## src/rtl/dts_pkg.sv

```systemverilog
package dts_pkg;

    typedef enum logic [1:0] {
        CMD_ADD    = 2'd0,
        CMD_MODIFY = 2'd1,
        CMD_DELETE = 2'd2,
        CMD_TICK   = 2'd3
    } cmd_op_t;

    typedef enum logic [1:0] {
        ST_DONE    = 2'd0,
        ST_DELETED = 2'd1,
        ST_ALREADY = 2'd2,
        ST_PAST    = 2'd3
    } status_t;

    localparam int MAX_FIRE = 16;

    typedef struct packed {
        logic [1:0]  command;
        logic [3:0]  timer_id;
        logic [31:0] expires;
        logic [31:0] now;
    } req_item_t;

    typedef struct packed {
        logic [1:0]  status;
        logic        fired_valid;
        logic [3:0]  fired_id;
        logic [31:0] fired_expires;
        logic        last;
        logic        deadline_valid;
        logic [31:0] deadline;
    } res_item_t;

    // classified command handed from front to back
    typedef struct packed {
        cmd_op_t     op;
        logic        in_range;
        logic [3:0]  timer_id;
        logic [31:0] expires;
        logic [31:0] now;
    } cmd_t;

    // one buffered result, before the deadline is attached
    typedef struct packed {
        status_t     status;
        logic        fired_valid;
        logic [3:0]  fired_id;
        logic [31:0] fired_expires;
    } fire_ent_t;

endpackage

```

## src/rtl/dts_ram.sv

```systemverilog
module dts_ram #(
    parameter int WIDTH = 48,
    parameter int DEPTH = 16
) (
    input  logic                     clk,
    input  logic                     we,
    input  logic [$clog2(DEPTH)-1:0] waddr,
    input  logic [WIDTH-1:0]         wdata,
    input  logic [$clog2(DEPTH)-1:0] raddr,
    output logic [WIDTH-1:0]         rdata
);

    logic [WIDTH-1:0] mem_reg [DEPTH];

    always_ff @(posedge clk)
    begin
        if (we)
        begin
            mem_reg[waddr] <= wdata;
        end
        rdata <= mem_reg[raddr];
    end

endmodule

```

## src/rtl/dts_front.sv

```systemverilog
module dts_front
    import dts_pkg::*;
#(
    parameter int SLOTS = 16
) (
    input  logic      clk,
    input  logic      rst_n,
    input  logic      push,
    input  req_item_t request,
    output logic      full,
    output logic      head_valid,
    output cmd_t      head,
    input  logic      take
);

    cmd_t       q_reg [2];
    logic       wp_reg, wp_next;
    logic       rp_reg, rp_next;
    logic [1:0] cnt_reg, cnt_next;
    logic       do_push;
    cmd_t       cls;

    assign full       = (cnt_reg == 2'd2);
    assign head_valid = (cnt_reg != 2'd0);
    assign head       = q_reg[rp_reg];
    assign do_push    = push && !full;

    // classify: decode the command and check the slot range
    always_comb
    begin
        cls.op       = cmd_op_t'(request.command);
        cls.in_range = ({28'd0, request.timer_id} < 32'(SLOTS));
        cls.timer_id = request.timer_id;
        cls.expires  = request.expires;
        cls.now      = request.now;
    end

    always_comb
    begin
        wp_next  = wp_reg;
        rp_next  = rp_reg;
        cnt_next = cnt_reg;
        if (do_push)
        begin
            wp_next = !wp_reg;
        end
        if (take && head_valid)
        begin
            rp_next = !rp_reg;
        end
        case ({do_push, take && head_valid})
            2'b10:   cnt_next = cnt_reg + 2'd1;
            2'b01:   cnt_next = cnt_reg - 2'd1;
            default: cnt_next = cnt_reg;
        endcase
    end

    always_ff @(posedge clk)
    begin
        if (do_push)
        begin
            q_reg[wp_reg] <= cls;
        end
    end

    always_ff @(posedge clk or negedge rst_n)
    begin
        if (!rst_n)
        begin
            wp_reg  <= 1'b0;
            rp_reg  <= 1'b0;
            cnt_reg <= 2'd0;
        end
        else
        begin
            wp_reg  <= wp_next;
            rp_reg  <= rp_next;
            cnt_reg <= cnt_next;
        end
    end

endmodule

```

## src/rtl/dts_back.sv

```systemverilog
module dts_back
    import dts_pkg::*;
#(
    parameter int SLOTS     = 16,
    parameter int TIME_BITS = 32
) (
    input  logic      clk,
    input  logic      rst_n,
    input  logic      head_valid,
    input  cmd_t      head,
    output logic      take,
    output logic      res_valid,
    output res_item_t result,
    input  logic      pop
);

    localparam int IW = $clog2(SLOTS);
    localparam int CW = $clog2(SLOTS + 1);
    localparam int TB = TIME_BITS;
    localparam int RW = TB + 16;

    typedef enum logic [3:0] {
        S_IDLE = 4'b0001,
        S_CMD  = 4'b0010,
        S_SCAN = 4'b0100,
        S_EMIT = 4'b1000
    } state_t;

    state_t           state_reg, state_next;
    logic [SLOTS-1:0] pend_reg, pend_next;
    logic [15:0]      stamp_cnt_reg, stamp_cnt_next;
    cmd_t             cmd_reg, cmd_next;
    logic             fire_mode_reg, fire_mode_next;
    logic [CW-1:0]    sc_reg, sc_next;
    logic             rd_v_reg, rd_v_next;
    logic [IW-1:0]    rd_idx_reg, rd_idx_next;
    logic             best_v_reg, best_v_next;
    logic [TB-1:0]    best_key_reg, best_key_next;
    logic [15:0]      best_age_reg, best_age_next;
    logic [IW-1:0]    best_idx_reg, best_idx_next;
    logic [TB-1:0]    best_exp_reg, best_exp_next;
    logic [4:0]       res_cnt_reg, res_cnt_next;
    logic [3:0]       rd_ptr_reg, rd_ptr_next;
    logic             dl_v_reg, dl_v_next;
    logic [31:0]      dl_reg, dl_next;

    fire_ent_t        res_mem_reg [MAX_FIRE];
    logic             res_we;
    fire_ent_t        res_wdata;

    logic             ram_we;
    logic [IW-1:0]    ram_waddr;
    logic [RW-1:0]    ram_wdata;
    logic [IW-1:0]    ram_raddr;
    logic [RW-1:0]    ram_rdata;

    logic [IW-1:0]    sid;
    logic [TB-1:0]    exp_t;
    logic [TB-1:0]    now_t;
    logic [TB-1:0]    stored_exp;
    logic [TB-1:0]    exp_dist;
    logic [TB-1:0]    rd_dist;
    logic [TB-1:0]    rd_key;
    logic [15:0]      rd_age;
    logic [TB-1:0]    best_dist;
    logic             best_expired;
    logic [63:0]      best_exp_wide;

    dts_ram #(
        .WIDTH (RW),
        .DEPTH (SLOTS)
    ) u_slot_ram (
        .clk   (clk),
        .we    (ram_we),
        .waddr (ram_waddr),
        .wdata (ram_wdata),
        .raddr (ram_raddr),
        .rdata (ram_rdata)
    );

    assign sid           = IW'(cmd_reg.timer_id);
    assign exp_t         = TB'(cmd_reg.expires);
    assign now_t         = TB'(cmd_reg.now);
    assign stored_exp    = ram_rdata[RW-1:16];
    assign exp_dist      = exp_t - now_t;
    assign rd_dist       = stored_exp - now_t;
    assign rd_key        = {~rd_dist[TB-1], rd_dist[TB-2:0]};
    assign rd_age        = stamp_cnt_reg - ram_rdata[15:0];
    assign best_dist     = best_exp_reg - now_t;
    assign best_expired  = (best_dist == '0) || best_dist[TB-1];
    assign best_exp_wide = 64'(best_exp_reg);

    assign res_valid             = (state_reg == S_EMIT);
    assign result.status         = res_mem_reg[rd_ptr_reg].status;
    assign result.fired_valid    = res_mem_reg[rd_ptr_reg].fired_valid;
    assign result.fired_id       = res_mem_reg[rd_ptr_reg].fired_id;
    assign result.fired_expires  = res_mem_reg[rd_ptr_reg].fired_expires;
    assign result.last           = ((5'(rd_ptr_reg) + 5'd1) == res_cnt_reg);
    assign result.deadline_valid = dl_v_reg;
    assign result.deadline       = dl_reg;

    always_comb
    begin
        state_next     = state_reg;
        pend_next      = pend_reg;
        stamp_cnt_next = stamp_cnt_reg;
        cmd_next       = cmd_reg;
        fire_mode_next = fire_mode_reg;
        sc_next        = sc_reg;
        rd_v_next      = 1'b0;
        rd_idx_next    = rd_idx_reg;
        best_v_next    = best_v_reg;
        best_key_next  = best_key_reg;
        best_age_next  = best_age_reg;
        best_idx_next  = best_idx_reg;
        best_exp_next  = best_exp_reg;
        res_cnt_next   = res_cnt_reg;
        rd_ptr_next    = rd_ptr_reg;
        dl_v_next      = dl_v_reg;
        dl_next        = dl_reg;
        take           = 1'b0;
        res_we         = 1'b0;
        res_wdata      = '{status: ST_DONE, fired_valid: 1'b0, fired_id: 4'd0,
                           fired_expires: 32'd0};
        ram_we         = 1'b0;
        ram_waddr      = sid;
        ram_wdata      = {exp_t, stamp_cnt_reg};
        ram_raddr      = IW'(head.timer_id);

        case (state_reg)
            S_IDLE:
            begin
                if (head_valid)
                begin
                    take           = 1'b1;
                    cmd_next       = head;
                    res_cnt_next   = 5'd0;
                    rd_ptr_next    = 4'd0;
                    fire_mode_next = (head.op == CMD_TICK);
                    if (head.op == CMD_TICK)
                    begin
                        sc_next     = '0;
                        best_v_next = 1'b0;
                        state_next  = S_SCAN;
                    end
                    else
                    begin
                        state_next = S_CMD;
                    end
                end
            end

            S_CMD:
            begin
                if (cmd_reg.in_range)
                begin
                    if (cmd_reg.op == CMD_DELETE)
                    begin
                        res_wdata.status = pend_reg[sid] ? ST_DELETED : ST_DONE;
                        pend_next[sid]   = 1'b0;
                    end
                    else if (cmd_reg.op == CMD_ADD && pend_reg[sid])
                    begin
                        res_wdata.status = ST_ALREADY;
                    end
                    else if (!(pend_reg[sid] && stored_exp == exp_t))
                    begin
                        ram_we = 1'b1;
                        if (exp_dist[TB-1])
                        begin
                            pend_next[sid]   = 1'b0;
                            res_wdata.status = ST_PAST;
                        end
                        else
                        begin
                            pend_next[sid] = 1'b1;
                            stamp_cnt_next = stamp_cnt_reg + 16'd1;
                        end
                    end
                end
                res_we       = 1'b1;
                res_cnt_next = 5'd1;
                sc_next      = '0;
                best_v_next  = 1'b0;
                state_next   = S_SCAN;
            end

            S_SCAN:
            begin
                // issue one slot read a cycle, compare the slot read last cycle
                if (sc_reg < CW'(SLOTS))
                begin
                    ram_raddr   = sc_reg[IW-1:0];
                    sc_next     = sc_reg + CW'(1);
                    rd_v_next   = 1'b1;
                    rd_idx_next = sc_reg[IW-1:0];
                end
                if (rd_v_reg && pend_reg[rd_idx_reg])
                begin
                    if (!best_v_reg || rd_key < best_key_reg ||
                        (rd_key == best_key_reg && rd_age > best_age_reg))
                    begin
                        best_v_next   = 1'b1;
                        best_key_next = rd_key;
                        best_age_next = rd_age;
                        best_idx_next = rd_idx_reg;
                        best_exp_next = stored_exp;
                    end
                end
                if (sc_reg == CW'(SLOTS) && !rd_v_reg)
                begin
                    if (fire_mode_reg && best_v_reg && best_expired &&
                        res_cnt_reg < 5'(MAX_FIRE))
                    begin
                        pend_next[best_idx_reg]   = 1'b0;
                        res_we                    = 1'b1;
                        res_wdata.fired_valid     = 1'b1;
                        res_wdata.fired_id        = 4'(best_idx_reg);
                        res_wdata.fired_expires   = best_exp_wide[31:0];
                        res_cnt_next              = res_cnt_reg + 5'd1;
                        sc_next                   = '0;
                        best_v_next               = 1'b0;
                    end
                    else
                    begin
                        dl_v_next = best_v_reg;
                        dl_next   = best_v_reg ? best_exp_wide[31:0] : 32'd0;
                        if (fire_mode_reg && res_cnt_reg == 5'd0)
                        begin
                            res_we       = 1'b1;
                            res_cnt_next = 5'd1;
                        end
                        state_next = S_EMIT;
                    end
                end
            end

            S_EMIT:
            begin
                if (pop)
                begin
                    if (result.last)
                    begin
                        rd_ptr_next = 4'd0;
                        state_next  = S_IDLE;
                    end
                    else
                    begin
                        rd_ptr_next = rd_ptr_reg + 4'd1;
                    end
                end
            end

            default:
            begin
                state_next = S_IDLE;
            end
        endcase
    end

    always_ff @(posedge clk)
    begin
        if (res_we)
        begin
            res_mem_reg[res_cnt_reg[3:0]] <= res_wdata;
        end
        cmd_reg       <= cmd_next;
        rd_idx_reg    <= rd_idx_next;
        best_key_reg  <= best_key_next;
        best_age_reg  <= best_age_next;
        best_idx_reg  <= best_idx_next;
        best_exp_reg  <= best_exp_next;
        dl_reg        <= dl_next;
    end

    always_ff @(posedge clk or negedge rst_n)
    begin
        if (!rst_n)
        begin
            state_reg     <= S_IDLE;
            pend_reg      <= '0;
            stamp_cnt_reg <= 16'd0;
            fire_mode_reg <= 1'b0;
            sc_reg        <= '0;
            rd_v_reg      <= 1'b0;
            best_v_reg    <= 1'b0;
            res_cnt_reg   <= 5'd0;
            rd_ptr_reg    <= 4'd0;
            dl_v_reg      <= 1'b0;
        end
        else
        begin
            state_reg     <= state_next;
            pend_reg      <= pend_next;
            stamp_cnt_reg <= stamp_cnt_next;
            fire_mode_reg <= fire_mode_next;
            sc_reg        <= sc_next;
            rd_v_reg      <= rd_v_next;
            best_v_reg    <= best_v_next;
            res_cnt_reg   <= res_cnt_next;
            rd_ptr_reg    <= rd_ptr_next;
            dl_v_reg      <= dl_v_next;
        end
    end

endmodule

```

## src/rtl/deadline_timer_set.sv

```systemverilog
// Deadline timer set: SLOTS one-shot timers driven by add, modify, delete
// and tick commands pushed into a two-item input queue. Each command is
// answered by one result; a tick answers with one result per fired timer
// (up to 16, earliest first, equal expiries in insertion order) or with a
// single empty result when nothing is due. Every result carries the
// earliest deadline still pending after the command. Results of one
// command appear only once the whole command is done, and the next
// command starts only after they have all been popped. Every minimum
// search walks the slot RAM one slot per cycle, then makes the last
// compare and then the decision.
module deadline_timer_set
    import dts_pkg::*;
#(
    parameter int SLOTS     = 16,
    parameter int TIME_BITS = 32
) (
    input  logic      clk,
    input  logic      rst_n,
    input  logic      push,
    input  req_item_t request,
    output logic      full,
    output logic      empty,
    output res_item_t result,
    input  logic      pop
);

    logic head_valid;
    cmd_t head;
    logic take;
    logic res_valid;

    // front: queue and classify incoming items
    dts_front #(
        .SLOTS (SLOTS)
    ) u_front (
        .clk        (clk),
        .rst_n      (rst_n),
        .push       (push),
        .request    (request),
        .full       (full),
        .head_valid (head_valid),
        .head       (head),
        .take       (take)
    );

    // back: carry out commands against the slot store, buffer results
    dts_back #(
        .SLOTS     (SLOTS),
        .TIME_BITS (TIME_BITS)
    ) u_back (
        .clk        (clk),
        .rst_n      (rst_n),
        .head_valid (head_valid),
        .head       (head),
        .take       (take),
        .res_valid  (res_valid),
        .result     (result),
        .pop        (pop)
    );

    assign empty = !res_valid;

`ifndef ASSERT_OFF
    // a fired item always reports plain completion
    a_fire_status: assert property (@(posedge clk) disable iff (!rst_n)
        (!empty && result.fired_valid) |-> (result.status == ST_DONE))
        else $error("fired item with nonzero status");

    // more items of the same command follow right after a non-final pop
    a_burst_holds: assert property (@(posedge clk) disable iff (!rst_n)
        (!empty && pop && !result.last) |=> !empty)
        else $error("result burst broken before last item");

    // no deadline value without a pending timer
    a_deadline_zero: assert property (@(posedge clk) disable iff (!rst_n)
        (!empty && !result.deadline_valid) |-> (result.deadline == 32'd0))
        else $error("deadline set while no timer pending");

    // no new command is taken while results wait
    a_no_take: assert property (@(posedge clk) disable iff (!rst_n)
        !empty |-> !take)
        else $error("command taken while results pending");
`endif

endmodule

```

## config.mk

```make
export PLATFORM = sky130hd
export DESIGN_NAME = deadline_timer_set
export DESIGN_NICKNAME = d
export VERILOG_FILES = /design/src/rtl/dts_pkg.sv /design/src/rtl/dts_ram.sv /design/src/rtl/dts_front.sv /design/src/rtl/dts_back.sv /design/src/rtl/deadline_timer_set.sv
export SDC_FILE = /design/constraint.sdc
export NUM_CORES = 2
export LEC_CHECK = 0
export ABC_AREA = 1
export BUFFER_PORTS_ARGS = -buffer_cell sky130_fd_sc_hd__buf_2
export CORE_ASPECT_RATIO = 0.75
export CORE_UTILIZATION = 57
export DETAILED_ROUTE_END_ITERATION = 6
export PLACE_DENSITY = 0.77
export SLEW_MARGIN = 0
export SYNTH_ARGS = -nofsm -noshare
export SYNTH_HDL_FRONTEND = slang
export SYNTH_SLANG_ARGS = --single-unit
```

## constraint.sdc

```tcl
create_clock -name clk -period 5.5 [get_ports clk]
set_input_delay 1.375 -clock clk [delete_from_list [all_inputs] [get_ports clk]]
set_output_delay 1.375 -clock clk [all_outputs]
set_load 0.01 [all_outputs]
```

==> results.yml <==
run_status:
  status: "finished, final reports clean"
critical_path:
  path_buf_inv: 3
  critPathLaunchType: "register"
  cpLargestDelayFamily: "compound AO/OA/AOI/OAI gates"
  cp_max_fo: 23
  criticalPathCategory: "register to register"
  critPathArrivalTime_ns: 5.83
  max_stage_delay_ns: 0.42
  end_kind: "register"
  worstPathCellList: "ha_1 -> fa_1 -> o21ai_1 -> a21boi_0 -> o21ai_0 -> a21boi_1 -> buf_4 -> o221ai_1 -> a41oi_1 -> xor2_1 -> ha_1 -> nand4_1 -> nor3_2 -> nand2_1 -> or2_2 -> a31oi_1 -> o41ai_1 -> nand2_1 -> clkinvlp_4 -> buf_4"
  crit_slowest_cell: "edfxtp_1"
  worst_ep_required_time_ns: 6.02
cts:
  clkLatencyLatePin_ns: 0.83
  root_buffer: "clkbuf_16"
  cts_tree: "done"
  htreeDepth: 4
  cts_resized: 0
  cts.clk_slew.worst_paths_ns: 0.07
  cts.sinks: 1828
  post_cts_buffers: 0
  clk_path_buf_depth: 3
  cts_made_buffers: 170
  cts.hold.buffers_added: 0
finish:
  largest_reg_flops: 768
  syn_to_final_growth_pct: 11.4
  drive_gt1_frac: 0.0909
  mostFrequentLayoutCells: "1722 x edfxtp_1, 915 x nor2_1, 844 x nand2_1, 790 x o21ai_0, 415 x inv_1"
  fillCellCount: 9523
  fin_nets: 6732
  seq_area_um2: 54100
  multi_input_area_um2: 20100
  final_common_cell: "edfxtp_1"
sta:
  slew_violations: 0
  tns_ns: 0
  setup_viol: 0
  fin_crit_ns: 5.30
  fmax_ghz: 0.189
  fin_crit_sh: 0.964
  rsz0062_at_grt: "false"
  whs_ns: 0.481
  hold_viol: 0
  slew_headroom: 0.104
  fin_worst_skew_ns: 0.0411
  worst_slew_pin_slew_ns: 1.34
pwr:
  p_sw_frac: 0.365
  power_frac_comb: 0.319
  p_per_area_nw_per_um2: 513
  power_frac_seq: 0.415
  p_sw_mw: 16.0
  pwr-share-clk: 0.266
  irDropWorstVdd_v: 0.000482
  p_leak_nw: 30.4
  p_int_mw: 27.9
die:
  die_area_um2: 136000
  chipHeight_um: 320
  pin_count: 149
  fp.dieW_um: 426
  placementRows: 116
  start_util: 0.575
  core-area_um2: 134000
logic_synthesis:
  async_reset_ff_frac: 0.0317
  syn_inst: 6377
  synth_warnings: 0
  netlist_area_um2: 76900
  synth_fp_nets: 6618
  yosysUniqueCellTypes: 51
  synth-seq-cells: 1828
  yosysTopAreaCell: "edfxtp_1"
  synth_area_per_cell_um2: 12.1
  synth_top_area_share: 0.673
  synth_edf_count: 1722
  synthFlopType: "edfxtp_1"
  ys_seq_area_frac: 0.704
  synth_area_leaders: "edfxtp_1 67%, o21ai_0 5.1%, nor2_1 4.6%"
routing:
  drtIter0Drc: 7869
  routed_wl_mm: 207
  drtAntennaViolNets: 0
  drt_first_pass_iters: 6
  vias: 52600
  drc: 0
  wire_per_inst_um: 24.6
  vias_per_cell: 6.26
grt:
  antenna_found_initial: 6
  grt_pass1_wl_mm: 308
  first_global_vias: 50200
  grt_max_degree: 224
  grt_overflow: 0
  track_usage: 0.302
worst_hold_path:
  hp-class: "register to register"
placement:
  numPortBuffers: 148
  hpwl_mm: 119
  place.gp.congestion: 0.946
run:
  cap_violations: 0
## final timing paths
kind                                       endpoint  slack [ns]                        start  depth (start not counted)
max                          u_back.best_exp_reg[2]        0.20              u_back.now_t[0]                         20
min                          u_back.best_exp_reg[0]        0.48  u_back.u_slot_ram.rdata[16]                          0
max reg2reg                  u_back.best_exp_reg[2]        0.20              u_back.now_t[0]                         20
min reg2reg                  u_back.best_exp_reg[0]        0.48  u_back.u_slot_ram.rdata[16]                          0
max in group asynchronous      u_back.rd_ptr_reg[1]        4.03                        rst_n                          1
min in group asynchronous  u_back.stamp_cnt_reg[15]        0.72                        rst_n                          1
## stage by stage
| step | setup WS (ns) | total power, mW | utilization | instance area (um2) | instances |
|---|---|---|---|---|---|
| floorplan | 0.154 | 27.3 | - | 76900 | 6377 |
| global placement | 0.276 | 31.7 | 0.600 | 80200 | 8089 |
| detailed placement | 0.217 | 32.1 | 0.600 | 80200 | 8089 |
| CTS | 0.188 | 43.8 | 0.641 | 85600 | 8403 |
| global route | 0.0313 | 46.0 | 0.641 | 85600 | 8403 |
| finish | 0.196 | 44.0 | 0.641 | 85600 | 8404 |
## cell type report
cell class,instances,area share
diodes,1,0.0000292
clock buffers,212,0.0523
clock inverters,102,0.0114
inverters,442,0.0196
multi-input cells,3779,0.235
flip-flops and latches,1828,0.632
well taps,1770,0.0259
repair buffers,270,0.0236
## cells in the mapped netlist (5+ instances only)
library cell / n
a21oi_1: 138
inv_2: 14
nor2_1: 949
buf_2: 26
nand4_1: 65
inv_1: 423
o22ai_1: 111
a211oi_1: 7
buf_1: 13
o21ai_1: 24
clkinv_1: 5
or2_2: 6
a22oi_1: 8
edfxtp_1: 1722
o21bai_1: 8
clkbuf_1: 285
xnor2_1: 41
o211ai_1: 53
dfxtp_1: 48
xor2_1: 60
o221ai_1: 246
a31oi_1: 21
nor4_1: 7
dfrtp_1: 57
nand3_1: 172
ha_1: 164
nand2_1: 844
nor3_1: 26
o21ai_0: 791
## per-layer routing
layer / GRT usage / wire (um)
met4: 0.106 / 6630
met3: 0.0663 / 25700
met2: 0.449 / 92000
met1: 0.440 / 82700
met5: 0 / 13
## power groups by stage
stage	Combinational [mW]	Sequential [mW]	Clock [mW]
after floorplan	9.18	18.1	0
after global placement	13.3	18.4	0
after detailed placement	13.6	18.5	0
after CTS	13.8	18.2	11.8
after global routing	15.4	18.3	12.3
final	14.0	18.3	11.7
## logic make-up after synthesis
| group | after synthesis | synth area share |
|---|---|---|
| buffers and inverters | 770 | 0.0383 |
| flip-flops | 1828 | 0.704 |
| AND/OR/NAND/NOR | 2085 | 0.108 |
| adder cells (fa/ha/maj) | 167 | 0.0275 |
| XOR/XNOR | 101 | 0.0115 |
| AO/OA/AOI/OAI | 1426 | 0.110 |
Note: power is estimated with default switching activity, not from simulation.
